--- src/rtl/itrd_pkg.sv ---
`default_nettype none

package itrd_pkg;

    localparam int VALUE_BITS = 31;
    localparam int MAX_DIGITS = 32;

    localparam int RADIX_W  = 6;
    localparam int REM_W    = 6;
    localparam int CHAR_W   = 7;
    localparam int ADDR_W   = $clog2(MAX_DIGITS);
    localparam int CNT_W    = $clog2(MAX_DIGITS + 1);
    localparam int BITCNT_W = $clog2(VALUE_BITS);

    localparam logic [RADIX_W-1:0] RADIX_MIN = RADIX_W'(2);
    localparam logic [RADIX_W-1:0] RADIX_MAX = RADIX_W'(36);

    localparam logic [CHAR_W-1:0] CHAR_ZERO   = 7'h30;
    localparam logic [CHAR_W-1:0] CHAR_LETTER = 7'h41;
    localparam logic [CHAR_W-1:0] CHAR_NONE   = 7'h00;

    typedef struct packed {
        logic start;
        logic div_step;
        logic store;
        logic rd;
        logic emit;
        logic emit_bad;
    } t_cmd;

    typedef struct packed {
        logic radix_bad;
        logic div_last;
        logic more_digits;
        logic ptr_zero;
        logic out_free;
    } t_stat;

    function automatic logic [CHAR_W-1:0] digit_char(input logic [REM_W-1:0] d);
        logic [CHAR_W-1:0] dx;
        dx = CHAR_W'(d);
        if (d < REM_W'(10)) begin
            return CHAR_ZERO + dx;
        end else if (d < REM_W'(36)) begin
            return CHAR_LETTER + dx - CHAR_W'(10);
        end else begin
            return CHAR_NONE;
        end
    endfunction

endpackage

`default_nettype wire

--- src/rtl/itrd_ram.sv ---
`default_nettype none

module itrd_ram #(
    parameter int WIDTH  = 8,
    parameter int DEPTH  = 32,
    parameter int ADDR_W = $clog2(DEPTH)
) (
    input  wire logic              i_clk,
    input  wire logic              i_we,
    input  wire logic [ADDR_W-1:0] i_waddr,
    input  wire logic [WIDTH-1:0]  i_wdata,
    input  wire logic              i_re,
    input  wire logic [ADDR_W-1:0] i_raddr,
    output logic      [WIDTH-1:0]  o_rdata
);

    logic [WIDTH-1:0] r_mem [DEPTH];
    logic [WIDTH-1:0] r_rdata;

    always_ff @(posedge i_clk) begin
        if (i_we) begin
            r_mem[i_waddr] <= i_wdata;
        end
        if (i_re) begin
            r_rdata <= r_mem[i_raddr];
        end
    end

    assign o_rdata = r_rdata;

endmodule

`default_nettype wire

--- src/rtl/itrd_dp.sv ---
`default_nettype none

module itrd_dp
    import itrd_pkg::*;
(
    input  wire logic                  i_clk,
    input  wire logic                  i_rst_n,
    input  wire t_cmd                  i_cmd,
    output t_stat                      o_stat,
    input  wire logic [VALUE_BITS-1:0] i_value,
    input  wire logic [RADIX_W-1:0]    i_radix,
    input  wire logic                  i_out_ready,
    output logic                       o_out_valid,
    output logic      [CHAR_W-1:0]     o_digit_char,
    output logic                       o_last,
    output logic                       o_bad_radix
);

    logic [VALUE_BITS-1:0] r_quot;
    logic [REM_W-1:0]      r_rem;
    logic [RADIX_W-1:0]    r_radix;
    logic [BITCNT_W-1:0]   r_bitcnt;
    logic [CNT_W-1:0]      r_cnt;
    logic [ADDR_W-1:0]     r_ptr;
    logic                  r_out_valid;
    logic [CHAR_W-1:0]     r_out_char;
    logic                  r_out_last;
    logic                  r_out_bad;

    logic [REM_W:0]   n_trial;
    logic             n_ge;
    logic [REM_W-1:0] n_rem;
    logic [REM_W-1:0] ram_rdata;

    // One restoring-division step: shift in the next dividend bit, subtract if it fits.
    always_comb begin
        n_trial = {r_rem, r_quot[VALUE_BITS-1]};
        n_ge    = n_trial >= (REM_W + 1)'(r_radix);
        n_rem   = n_ge ? REM_W'(n_trial - (REM_W + 1)'(r_radix)) : REM_W'(n_trial);
    end

    itrd_ram #(
        .WIDTH (REM_W),
        .DEPTH (MAX_DIGITS)
    ) u_store (
        .i_clk   (i_clk),
        .i_we    (i_cmd.store),
        .i_waddr (r_cnt[ADDR_W-1:0]),
        .i_wdata (r_rem),
        .i_re    (i_cmd.rd),
        .i_raddr (r_ptr),
        .o_rdata (ram_rdata)
    );

    always_ff @(posedge i_clk) begin
        if (!i_rst_n) begin
            r_cnt       <= '0;
            r_out_valid <= 1'b0;
        end else begin
            if (i_cmd.start) begin
                r_cnt <= '0;
            end else if (i_cmd.store) begin
                r_cnt <= r_cnt + CNT_W'(1);
            end

            if (i_cmd.emit || i_cmd.emit_bad) begin
                r_out_valid <= 1'b1;
            end else if (i_out_ready) begin
                r_out_valid <= 1'b0;
            end
        end

        if (i_cmd.start) begin
            r_quot   <= i_value;
            r_radix  <= i_radix;
            r_rem    <= '0;
            r_bitcnt <= '0;
        end else if (i_cmd.div_step) begin
            r_quot   <= {r_quot[VALUE_BITS-2:0], n_ge};
            r_rem    <= n_rem;
            r_bitcnt <= r_bitcnt + BITCNT_W'(1);
        end else if (i_cmd.store) begin
            // restart the divider on the quotient for the next digit
            r_rem    <= '0;
            r_bitcnt <= '0;
        end

        if (i_cmd.store) begin
            r_ptr <= r_cnt[ADDR_W-1:0];
        end else if (i_cmd.emit && (r_ptr != '0)) begin
            r_ptr <= r_ptr - ADDR_W'(1);
        end

        if (i_cmd.emit) begin
            r_out_char <= digit_char(ram_rdata);
            r_out_last <= (r_ptr == '0);
            r_out_bad  <= 1'b0;
        end else if (i_cmd.emit_bad) begin
            r_out_char <= CHAR_NONE;
            r_out_last <= 1'b1;
            r_out_bad  <= 1'b1;
        end
    end

    always_comb begin
        o_stat.radix_bad   = (i_radix < RADIX_MIN) || (i_radix > RADIX_MAX);
        o_stat.div_last    = (r_bitcnt == BITCNT_W'(VALUE_BITS - 1));
        o_stat.more_digits = (r_quot != '0) && (r_cnt != CNT_W'(MAX_DIGITS - 1));
        o_stat.ptr_zero    = (r_ptr == '0);
        o_stat.out_free    = !r_out_valid || i_out_ready;
    end

    assign o_out_valid  = r_out_valid;
    assign o_digit_char = r_out_char;
    assign o_last       = r_out_last;
    assign o_bad_radix  = r_out_bad;

`ifndef ASSERT_OFF
    a_load_when_free: assert property (@(posedge i_clk) disable iff (!i_rst_n)
        (i_cmd.emit || i_cmd.emit_bad) |-> o_stat.out_free)
        else $error("output register loaded while holding an item");

    a_store_after_div: assert property (@(posedge i_clk) disable iff (!i_rst_n)
        i_cmd.store |-> $past(i_cmd.div_step))
        else $error("remainder stored without a finished division");

    a_rem_below_radix: assert property (@(posedge i_clk) disable iff (!i_rst_n)
        i_cmd.store |-> (RADIX_W'(r_rem) < r_radix))
        else $error("stored remainder not below radix");

    a_cnt_bound: assert property (@(posedge i_clk) disable iff (!i_rst_n)
        i_cmd.store |=> (r_cnt <= CNT_W'(MAX_DIGITS)) && (r_cnt != '0))
        else $error("digit count out of range after store");
`endif

endmodule

`default_nettype wire

--- src/rtl/itrd_ctrl.sv ---
`default_nettype none

module itrd_ctrl
    import itrd_pkg::*;
(
    input  wire logic  i_clk,
    input  wire logic  i_rst_n,
    input  wire logic  i_in_valid,
    output logic       o_in_ready,
    input  wire t_stat i_stat,
    output t_cmd       o_cmd
);

    typedef enum logic [2:0] {
        S_IDLE,
        S_DIV,
        S_STORE,
        S_RD,
        S_EMIT,
        S_BAD
    } t_state;

    t_state r_state;
    t_state n_state;

    always_comb begin
        n_state    = r_state;
        o_cmd      = '0;
        o_in_ready = 1'b0;
        unique case (r_state)
            S_IDLE: begin
                o_in_ready = 1'b1;
                if (i_in_valid) begin
                    o_cmd.start = 1'b1;
                    n_state     = i_stat.radix_bad ? S_BAD : S_DIV;
                end
            end
            S_DIV: begin
                o_cmd.div_step = 1'b1;
                if (i_stat.div_last) begin
                    n_state = S_STORE;
                end
            end
            S_STORE: begin
                o_cmd.store = 1'b1;
                n_state     = i_stat.more_digits ? S_DIV : S_RD;
            end
            S_RD: begin
                o_cmd.rd = 1'b1;
                n_state  = S_EMIT;
            end
            S_EMIT: begin
                // hold the fetched digit until the output register frees up
                if (i_stat.out_free) begin
                    o_cmd.emit = 1'b1;
                    n_state    = i_stat.ptr_zero ? S_IDLE : S_RD;
                end
            end
            S_BAD: begin
                if (i_stat.out_free) begin
                    o_cmd.emit_bad = 1'b1;
                    n_state        = S_IDLE;
                end
            end
            default: begin
                n_state = S_IDLE;
            end
        endcase
    end

    always_ff @(posedge i_clk) begin
        if (!i_rst_n) begin
            r_state <= S_IDLE;
        end else begin
            r_state <= n_state;
        end
    end

`ifndef ASSERT_OFF
    a_bad_goes_bad: assert property (@(posedge i_clk) disable iff (!i_rst_n)
        (o_cmd.start && i_stat.radix_bad) |=> (r_state == S_BAD))
        else $error("bad radix item did not take the error path");

    a_emit_after_read: assert property (@(posedge i_clk) disable iff (!i_rst_n)
        o_cmd.rd |=> (r_state == S_EMIT))
        else $error("store read not followed by emit");

    a_one_cmd: assert property (@(posedge i_clk) disable iff (!i_rst_n)
        $onehot0(o_cmd))
        else $error("more than one datapath command at once");
`endif

endmodule

`default_nettype wire

--- src/rtl/integer_to_radix_digits.sv ---
`default_nettype none

// Converts a VALUE_BITS-bit unsigned value to ASCII digits ('0'-'9', 'A'-'Z') in a
// radix of 2 to 36, most significant digit first, with o_last on the final one; zero
// gives a single '0', and a radix outside 2..36 gives one item with o_bad_radix set and
// o_digit_char zero. One item is converted at a time. Each digit comes from the
// bit-serial restoring divider, one quotient bit a cycle, followed by a store of the
// remainder into the digit store, and each emitted character takes a registered read
// of the digit store before it is loaded into the output register.
// The next item is accepted as soon as the last character sits in the output register.

module integer_to_radix_digits
    import itrd_pkg::*;
(
    input  wire logic                  i_clk,
    input  wire logic                  i_rst_n,
    input  wire logic                  i_in_valid,
    output logic                       o_in_ready,
    input  wire logic [VALUE_BITS-1:0] i_value,
    input  wire logic [RADIX_W-1:0]    i_radix,
    output logic                       o_out_valid,
    input  wire logic                  i_out_ready,
    output logic      [CHAR_W-1:0]     o_digit_char,
    output logic                       o_last,
    output logic                       o_bad_radix
);

    t_cmd  cmd;
    t_stat stat;

    itrd_ctrl u_ctrl (
        .i_clk      (i_clk),
        .i_rst_n    (i_rst_n),
        .i_in_valid (i_in_valid),
        .o_in_ready (o_in_ready),
        .i_stat     (stat),
        .o_cmd      (cmd)
    );

    itrd_dp u_dp (
        .i_clk        (i_clk),
        .i_rst_n      (i_rst_n),
        .i_cmd        (cmd),
        .o_stat       (stat),
        .i_value      (i_value),
        .i_radix      (i_radix),
        .i_out_ready  (i_out_ready),
        .o_out_valid  (o_out_valid),
        .o_digit_char (o_digit_char),
        .o_last       (o_last),
        .o_bad_radix  (o_bad_radix)
    );

endmodule

`default_nettype wire

--- config.mk ---
export PLATFORM = sky130hd
export DESIGN_NAME = integer_to_radix_digits
export DESIGN_NICKNAME = d
export VERILOG_FILES = /design/src/rtl/itrd_pkg.sv /design/src/rtl/itrd_ram.sv /design/src/rtl/itrd_dp.sv /design/src/rtl/itrd_ctrl.sv /design/src/rtl/integer_to_radix_digits.sv
export SDC_FILE = /design/constraint.sdc
export NUM_CORES = 1
export LEC_CHECK = 0
export ABC_AREA = 1
export BUFFER_PORTS_ARGS = -buffer_cell sky130_fd_sc_hd__buf_2
export CORE_UTILIZATION = 40
export DETAILED_ROUTE_END_ITERATION = 8
export SLEW_MARGIN = 15
export SYNTH_ARGS = -nofsm -noshare
export SYNTH_HDL_FRONTEND = slang
export SYNTH_SLANG_ARGS = --single-unit
--- constraint.sdc ---
create_clock -name i_clk -period 2.9 [get_ports i_clk]
set_clock_uncertainty 0.15 [all_clocks]
set_input_delay 0.435 -clock i_clk [delete_from_list [all_inputs] [get_ports i_clk]]
set_output_delay 0.435 -clock i_clk [all_outputs]
set_load 0.02 [all_outputs]
Yosys cells after proc, flatten, opt, wreduce, memory -nomap -nowiden
Memory sizes are Yosys's and may differ from the RTL's. A register that Yosys moved wholly into a read port is not among the register bits.
Cells that the tools add are included.

word-level totals
  register bits = 72
  bits in latches = 0
  bits in writable memories = 192
  bits in read-only memories = 0
  output and inout port bits = 11
  word-level logic and storage cells = 89
  memories = 1

cells by class
  $add $sub $neg = 7
  $mul = 0
  div/mod/pow operators = 0
  $lt $le $gt $ge = 5
  eq/ne operators = 11
  shift-type cells = 0
  mux-type cells = 36
  bitwise operators = 1
  reduce and logical (&&, ||, !) cells = 17

memory list
  memory              depth  width  read ports  clocked after memory_dff  write ports  line            source
  u_dp.u_store.r_mem  32     6      1           1                         1            itrd_ram.sv:17  logic [WIDTH-1:0] r_mem [DEPTH];

operator list
  cell                 number
  $mux 31              2
  $reduce_bool 31->1   1
  $mux 7               4
  $mux 5               4
  $mux 6               3
  $pmux 3 s6           1
  $mux 1               15
  $mux 3               5
  $reduce_bool 2->1    5
  $ne 2x2->1 const B   4
  $add 6x6->7 const A  1
  $add 7x6->7 const A  1
  $ge 7x6->1           1
  $sub 7x4->7 const B  1
  $add 6x1->6 const B  1
  $eq 3x2->1 const B   2
  $eq 3x3->1 const B   2
  $gt 6x6->1 const B   1
  $lt 6x2->1 const B   1
  $lt 6x4->1 const B   1
  $lt 6x6->1 const B   1
  $ne 6x5->1 const B   1
  $sub 6x6->6          1
  $add 5x1->5 const B  1
  13 further kinds     17

Longest topological paths before layout
Gate-level depths: netlist (run 1).

  depth after elaboration = 7
  depth in mapped cells = 12
  depth with buffers taken out = 12

Hierarchy
Synthesis (run 1) repeated with hierarchy kept, for this count alone.

second synthesis, totals
  cell total of the unflattened synthesis = 1161
  area total of the unflattened synthesis = 11992.8 um2

by module, submodules not included
  module     instances  cells an instance  area each (um2)  sequential area each (um2)
  itrd_ram   1          704                8137.8           5945.7
  itrd_dp    1          415                3593.4           1881.8
  itrd_ctrl  1          42                 261.5            60.1

Worst setup path after synthesis (run 1)
No wires, ideal clock.

  path type = reg-to-reg
  start point = register u_ctrl.r_state[0]
  end point = register u_dp.r_quot[0], enable pin
  data arrival time = 1652 ps
  data required time = 2362 ps
  setup slack = 710 ps
  stages on the path, launching flop included = 7
  buffers on the path = 1
  period minus slack after synthesis = 2190 ps
  cells stage by stage = dfxtp_1 > nor2_1 > nand2_1 > nor2_4 > inv_2 > buf_2 > nand2_1

on the way
  word-level cells in the longest chain between the ends = 3
  elaborated cells between the ends (all ways) = 5
  classes of those cells = 1 x eq/ne; 2 x mux; 2 x reduce/logical

ends and longest elaborated chain
  what                                                  line             source
  from (decl)                                           itrd_ctrl.sv:23  t_state r_state;
  from (signal assigned)                                itrd_ctrl.sv:75  r_state <= n_state;
  $eq 3x1->1 / $logic_not 3->1 (equally long branches)  itrd_ctrl.sv:30  unique case (r_state)
  $mux 1                                                itrd_ctrl.sv:30
  $reduce_bool 2->1 (no source line) (*)                -
  to (signal assigned)                                  itrd_dp.sv:74    r_quot <= i_value;
  to (signal assigned)                                  itrd_dp.sv:79    r_quot <= {r_quot[VALUE_BITS-2:0], n_ge};
  to (decl)                                             itrd_dp.sv:19    logic [VALUE_BITS-1:0] r_quot;

Every way passes the cells marked *; elsewhere a longest branch is shown, timed or not.
A chain may end at the register's enable or synchronous reset.

==> results of run 1 <==
==> cell usage after synthesis, types with 2 or more instances <==
cell type / count / area (um2)
o211ai_1: 23 / 173
inv_1: 84 / 315
or2_2: 2 / 12.5
clkbuf_1: 6 / 22.5
nor2_4: 3 / 33.8
o21ai_0: 94 / 470
nand2_1: 204 / 766
xor2_1: 4 / 35.0
inv_2: 4 / 15.0
buf_2: 28 / 140
a31oi_1: 3 / 18.8
dfxtp_1: 22 / 440
nor2_1: 176 / 661
o21ai_1: 22 / 110
buf_6: 8 / 90.1
buf_4: 3 / 22.5
nor3_1: 12 / 60.1
o22ai_1: 17 / 106
clkbuf_2: 3 / 15.0
ha_1: 18 / 225
xnor2_1: 2 / 17.5
a21oi_1: 44 / 220
edfxtp_1: 248 / 7450
nand3b_1: 5 / 37.5
nand3_1: 59 / 295
==> layer usage <==
metal / global-route usage (%) / up-vias
li1: - / 3957
met1: 25.5 / 3918
met2: 30.7 / 223
met3: 2.36 / 43
met4: 5.23 / 0
met5: 0 / -
==> worst max-delay path, cell delays in order (launching register included) <==
cell and delay, ns:
edfxtp_1 0.46, inv_4 0.51, nand2_1 0.11, nand3_1 0.09, o21ai_0 0.10, nand2_1 0.07, nand2_1 0.06, a21oi_1 0.22
nand2_1 0.10, nand2_1 0.07, inv_1 0.03
==> where the power goes <==
group          internal [mW]  leakage (nW)  switching [mW]  total, mW
Combinational          0.682          2.09            1.72       2.40
Sequential              5.02          2.49           0.166       5.19
Clock                   2.07         0.435            1.46       3.53
==> sequential cells by signal, summed over array words and instances (netlist names) <==
name,flops
u_dp.o_out_valid,1
u_dp.o_bad_radix,1
u_dp.o_digit_char,7
u_dp.r_radix,6
u_ctrl.r_state,3
u_dp.u_store.r_mem,192
u_dp.u_store.o_rdata,6
u_dp.r_cnt,6
u_dp.o_last,1
u_dp.r_bitcnt,5
u_dp.r_quot,31
u_dp.r_rem,6
u_dp.r_ptr,5
==> through the flow <==
stage	total power, mW	std cells	hold slack, ns	utilization, %
4_1_cts	11.2	1576	0.00336	46.6
2_1_floorplan	6.86	1109	0.288	-
5_1_grt	11.7	1576	0.0177	46.6
3_3_place_gp	7.66	1519	0.298	43.2
3_5_place_dp	7.68	1519	0.306	43.2
6_report	11.1	1576	0.0213	46.6
==> cell usage in the layout, fill, tap and decap left out, types with 2 or more instances in the layout <==
| master | instances |
|---|---|
| a21oi_1 | 44 |
| a31oi_1 | 3 |
| buf_2 | 51 |
| buf_4 | 22 |
| bufinv_16 | 3 |
| clkbuf_1 | 4 |
| clkbuf_16 | 29 |
| clkinv_1 | 9 |
| clkinv_2 | 5 |
| clkinvlp_4 | 2 |
| dfxtp_1 | 22 |
| dlygate4sd3_1 | 6 |
| edfxtp_1 | 248 |
| ha_1 | 18 |
| inv_1 | 84 |
| inv_2 | 4 |
| nand2_1 | 204 |
| nand3_1 | 59 |
| nand3b_1 | 5 |
| nor2_1 | 176 |
| nor2_4 | 3 |
| nor3_1 | 12 |
| o211ai_1 | 23 |
| o21ai_0 | 94 |
| o21ai_1 | 22 |
| o22ai_1 | 17 |
| or2_2 | 2 |
| xnor2_1 | 2 |
| xor2_1 | 4 |
==> what timing repair did <==
item / 4_1_cts / 5_1_grt
hold buffers: 6 / 0
buffers inserted: 0 / 0
hold endpoints to repair: 6 / 0
==> logic make-up after synthesis <==
| group | share of synthesized area, % |
|---|---|
| buf+inv | 5.32 |
| flops | 66.4 |
| compound gates | 9.61 |
| simple gates | 16.2 |
| xor+xnor | 0.442 |
| fa+ha+maj | 2.06 |
==> area by class of cell <==
type                            count  area (um2)
Fill cell                        2621       15500
Timing Repair Buffer               80         500
Clock inverter                     18         159
Inverter                           90         342
Tap cell                          384         480
Clock buffer                       33         741
Sequential cell                   270        7890
Multi-Input combinational cell    701        3360
==> final timing paths <==
| check | from | endpoint | slack [ns] | cells after the start |
|---|---|---|---|---|
| max | u_dp.r_ptr[0] | u_dp.u_store.o_rdata[3] | 0.68 | 10 |
| min | i_value[17] | u_dp.r_quot[17] | 0.02 | 3 |
| max reg2reg | u_dp.r_ptr[0] | u_dp.u_store.o_rdata[3] | 0.68 | 10 |
| min reg2reg | u_dp.r_cnt[5] | u_dp.r_cnt[5] | 0.31 | 2 |
==> summary.md, run 1 <==
| Metric | Value |
|---|---|
| Status | completed |
| Syn nets | ~1,200 |
| RSZ-0062 raised after global routing | false |
| Critical path type | flop to flop |
| Seq/Total Area, Yosys | ~66% |
| #FFs+latches synth | 270 |
| Worst vdd rail ir drop | about 0.00045 V |
| DPL Wire Length | ~18 mm |
| Fin. max-slew vios | 0 |
| Gr usage total | between 10% and 20% |
| IO Pins | 52 |
| Syn Area/Cell | about 11 um2 |
| Worst Slack Setup Final | roughly 0.68 ns |
| # DRC | 0 |
| Initial drt markers | approximately 740 |
| Crit end category | flop |
| Worst-skew pair later-pin latency | between 0.5 and 0.6 ns |
| Mapped Area | between 10,000 and 15,000 um2 |
| EDFF count, synth | 248 |
| IO Port Bufs | just over 50 |
| Pre-antenna DRT Iters | 5 |
| Fin area | ~13,000 um2 |
| Clock Sink Count | 270 |
| Async S/R FF share, synth | 0% |
| CP Max Fanout | 62 |
| WL final | 27.8 mm |
| CP required | 3.05 ns |
| Fin. Hold Viols | 0 |
| Htree depth | 1 |
| Vias | about 8,100 |
| Fin crit period | roughly 2.2 ns |
| First-pass GRT wire length | about 44 mm |
| DR top layer | met4 |
| Wire length on met3 | about 1.3 mm |
| Vias per inst | 5.17 |
| Leakage Power | about 5 nW |
| NumNets Final | 1,231 |
| P&R area growth vs syn | 13.4% |
| Arr. time, crit path | about 2.4 ns |
| Met2 wire len | roughly 13 mm |
| Wirelength per Cell | between 15 and 20 um |
| Part of the cycle the worst path needs | approximately three quarters |
| Initial antenna violation count | 0 |
| CTS tree | yes |
| Number of global-route vias before repair | approximately 8,000 |
| Starting Density | 41.1% |
| CORE AREA | slightly below 30,000 um2 |
| Rel. slew slack | about two fifths |
| Setup violations, final | 0 |
| Post-synthesis cell count | 1,109 |
| Cts repair resizes | 0 |
| Antenna Nets Post-Route | 0 |
| Yosys Warn Count | 0 |
| Layout cells sized above 1 | between 10% and 20% |
| Pre-CTS setup slack | between 0.6 and 0.7 ns |
| Worst-Margin Slew | ~0.88 ns |
| Yosys cell types | 40 |
| Die Area | approximately 30,000 um2 |
| CTS Buf Count | 28 |
| Setup crit start kind | flop |
| # diodes | 0 |
| Reg clk slew, reported paths | about 0.06 ns |
| Dpl cell area | ~13,000 um2 |
| Placer Congestion | roughly 0.81 |
| Hold WC Path Type | input pin to flop |
| Met1 WL | roughly 13 mm |
| Post-synth top flop | edfxtp_1 |
| Setup TNS | 0 ns |
| Global route total overflow | 0 |
| Clock Path Buffers | 3 |
| CTS root buffer | clkbuf_16 |
| Maxcap violations | 0 |
| Pin count of the biggest net entering global routing | approximately 100 |
| Max frequency | 0.451 GHz |
| Row count | 62 |
| Die Ht | 174 um |
| Die width | roughly 170 um |
| Power per cell area | 826 nW/um2 |
Note: power is estimated with default switching activity, not from simulation.
==> inputs of run 2 (changes only) <==
==> constraint.sdc (replaced) <==
create_clock -name i_clk -period 2.15 [get_ports i_clk]
set_clock_uncertainty 0.15 [all_clocks]
set_input_delay 0.3225 -clock i_clk [delete_from_list [all_inputs] [get_ports i_clk]]
set_output_delay 0.3225 -clock i_clk [all_outputs]
set_load 0.02 [all_outputs]
==> run 2 against run 1 <==
Effect of this change:
- final area is 5.0% higher
- critical path depth is 2 lower
- routed wire length is 1.3% lower
- combinational power is 41% higher
- highest routed layer unchanged
==> summary.md, run 2 (same netlist as run 1, synthesis figures left out) <==
| Metric | Value |
|---|---|
| Status | completed |
| Leakage Power | 5.37 nW |
| Commonest non-fill, non-tap cell in the layout | edfxtp_1 |
| Setup violations, final | 0 |
| Pre-CTS setup slack | 0.150 ns |
| Worst Slack Setup Final | 0.160 ns |
| NumNets Final | between 1,000 and 1,500 |
| CTS root buffer | clkbuf_16 |
| Setup crit start kind | flop |
| Commonest non-fill, non-tap cells in the layout | edfxtp_1, nand2_1, nor2_1, o21ai_0, inv_1 |
| FF-to-FF path depth | 8 |
| First-pass GRT wire length | approximately 44 mm |
| Fin crit period | slightly below 2 ns |
| P&R area growth vs syn | 19.1% |
| Internal reg-to-reg setup slack | 0.16 ns |
| Rel. slew slack | roughly two thirds |
| Sequential Area | between 7000 and 8000 um2 |
| Antenna Nets Post-Route | 0 |
| Fin. Hold Viols | 0 |
| Worst-skew pair later-pin latency | 0.53 ns |
| Reg clk slew, reported paths | approximately 0.06 ns |
| Fin. max-slew vios | 0 |
| Post-CTS setup buffer count | 0 |
| Worst vdd rail ir drop | between 0.0007 and 0.0008 V |
| Hold_sp | i_out_ready |
| Die Ht | 174 um |
| Power per cell area | ~1000 nW/um2 |
| Top cell by count, worst path | nand2_1 |
| IO Pins | 52 |
| Part of the cycle the worst path needs | slightly above 90% |
| DPL Wire Length | between 15 and 20 mm |
| Vias | 8,341 |
| Hold WC Path Type | input pin to flop |
| CTS tree | yes |
| CP Max Fanout | between 80 and 90 |
| Max frequency | slightly above 0.5 GHz |
| Worst R2R Start | u_dp.r_ptr[0] |
| WL final | roughly 27 mm |
| Multi-input logic area | 3370 um2 |
| Critical Path Max Stage Delay | 0.46 ns |
| Largest register FFs | between 150 and 200 |
| CORE AREA | between 20,000 and 30,000 um2 |
| Clock Path Buffers | 3 |
| Critical path type | flop to flop |
| Global route total overflow | 0 |
| CP max stage cell | edfxtp_1 |
| Die width | roughly 170 um |
| Wirelength per Cell | approximately 17 um |
| Cells on Worst Hold Path | 5 |
| Layout cells sized above 1 | 13.5% |
| Maxcap violations | 0 |
| Setup TNS | 0 ns |
| Crit end category | flop |
| Gr usage total | around 19% |
| Pin count of the biggest net entering global routing | 82 |
| Clock Sink Count | 270 |
| Worst hold endpoint | u_dp.o_bad_radix |
| Initial antenna violation count | 0 |
| CP required | approximately 2.3 ns |
| Htree depth | 1 |
| Placer Congestion | 0.843 |
| # diodes | 0 |
| Vias per inst | slightly above 5 |
| Worst R2R End | u_dp.u_store.o_rdata[4] |
| Most flop-heavy register | u_dp.u_store.r_mem |
| Starting Density | around two fifths |
| Layout filler cell count | between 2,000 and 3,000 |
| Arr. time, crit path | around 2.2 ns |
| Number of global-route vias before repair | ~8,400 |
| # DRC | 0 |
| Initial drt markers | 808 |
| Row count | a little over 60 |
| Pre-antenna DRT Iters | 5 |
| Worst-Margin Slew | just over 0.5 ns |
| Crit-path cells | buf_12 -> buf_4 -> o21ai_0 -> o22ai_1 -> a21oi_1 -> nand2_1 -> nand2_1 -> inv_1 |
| RSZ-0062 raised after global routing | false |
| CTS Buf Count | 28 |
| IO Port Bufs | slightly above 50 |
| Die Area | 30,400 um2 |
| Hold Slack | slightly above 0.08 ns |
| Post-layout power | around 15 mW |
run 2: worst max-delay path by stage:
stage                       start                      end  slack (ns)  depth (start not counted)
finish              u_dp.r_ptr[0]  u_dp.u_store.o_rdata[4]        0.16                          8
global route        u_dp.r_ptr[0]  u_dp.u_store.o_rdata[2]        0.04                          8
CTS                 u_dp.r_ptr[0]  u_dp.u_store.o_rdata[4]        0.14                          8
detailed placement  u_dp.r_ptr[0]  u_dp.u_store.o_rdata[4]        0.15                          8
global placement    u_dp.r_ptr[0]  u_dp.u_store.o_rdata[4]        0.15                          8
floorplan           u_dp.r_rem[4]            u_dp.r_rem[3]        0.06                         10
run 2: timing repair:
| item | CTS | global route |
|---|---|---|
| hold buffers | 39 | 0 |
| hold endpoints to repair | 41 | 0 |
| resized for setup | 0 | 0 |
| setup endpoints to repair | 0 | 0 |
run 2: power by group:
part / switching [mW] / internal [mW]
registers: 0.220 / 6.77
clock network: 1.90 / 2.57
logic: 2.33 / 1.05
run 2: final cells by class:
type                    instances  area share, %
inverters                      90           2.41
well taps                     384           3.40
multi-input cells             701           23.8
clock inverters                14          0.601
flip-flops and latches        270           55.8
clock buffers                  37           5.34
repair buffers                158           8.70
run 2: stage by stage:
step	util [%]	cells	instance area (um2)
CTS	48.9	1654	14100
global placement	44.6	1564	12900
floorplan	-	1109	11900
detailed placement	44.6	1564	12900
finish	48.9	1654	14100
global route	48.9	1654	14100
run 2: routing by layer:
| metal | wire length [um] | global-route usage [%] | vias to the layer above |
|---|---|---|---|
| met5 | 0 | 0 | - |
| met4 | 542 | 4.61 | 0 |
| met3 | 1330 | 2.38 | 40 |
| met2 | 13400 | 31.6 | 194 |
| met1 | 12200 | 25.1 | 3996 |
| li1 | - | - | 4111 |
run 2: critical path, delay by kind of cell (launching register included):
| kind | cells | cell delay (ns) |
|---|---|---|
| AO/OA/AOI/OAI | 3 | 0.43 |
| buffers and inverters | 3 | 0.49 |
| flip-flops | 1 | 0.46 |
| AND/OR/NAND/NOR | 2 | 0.20 |
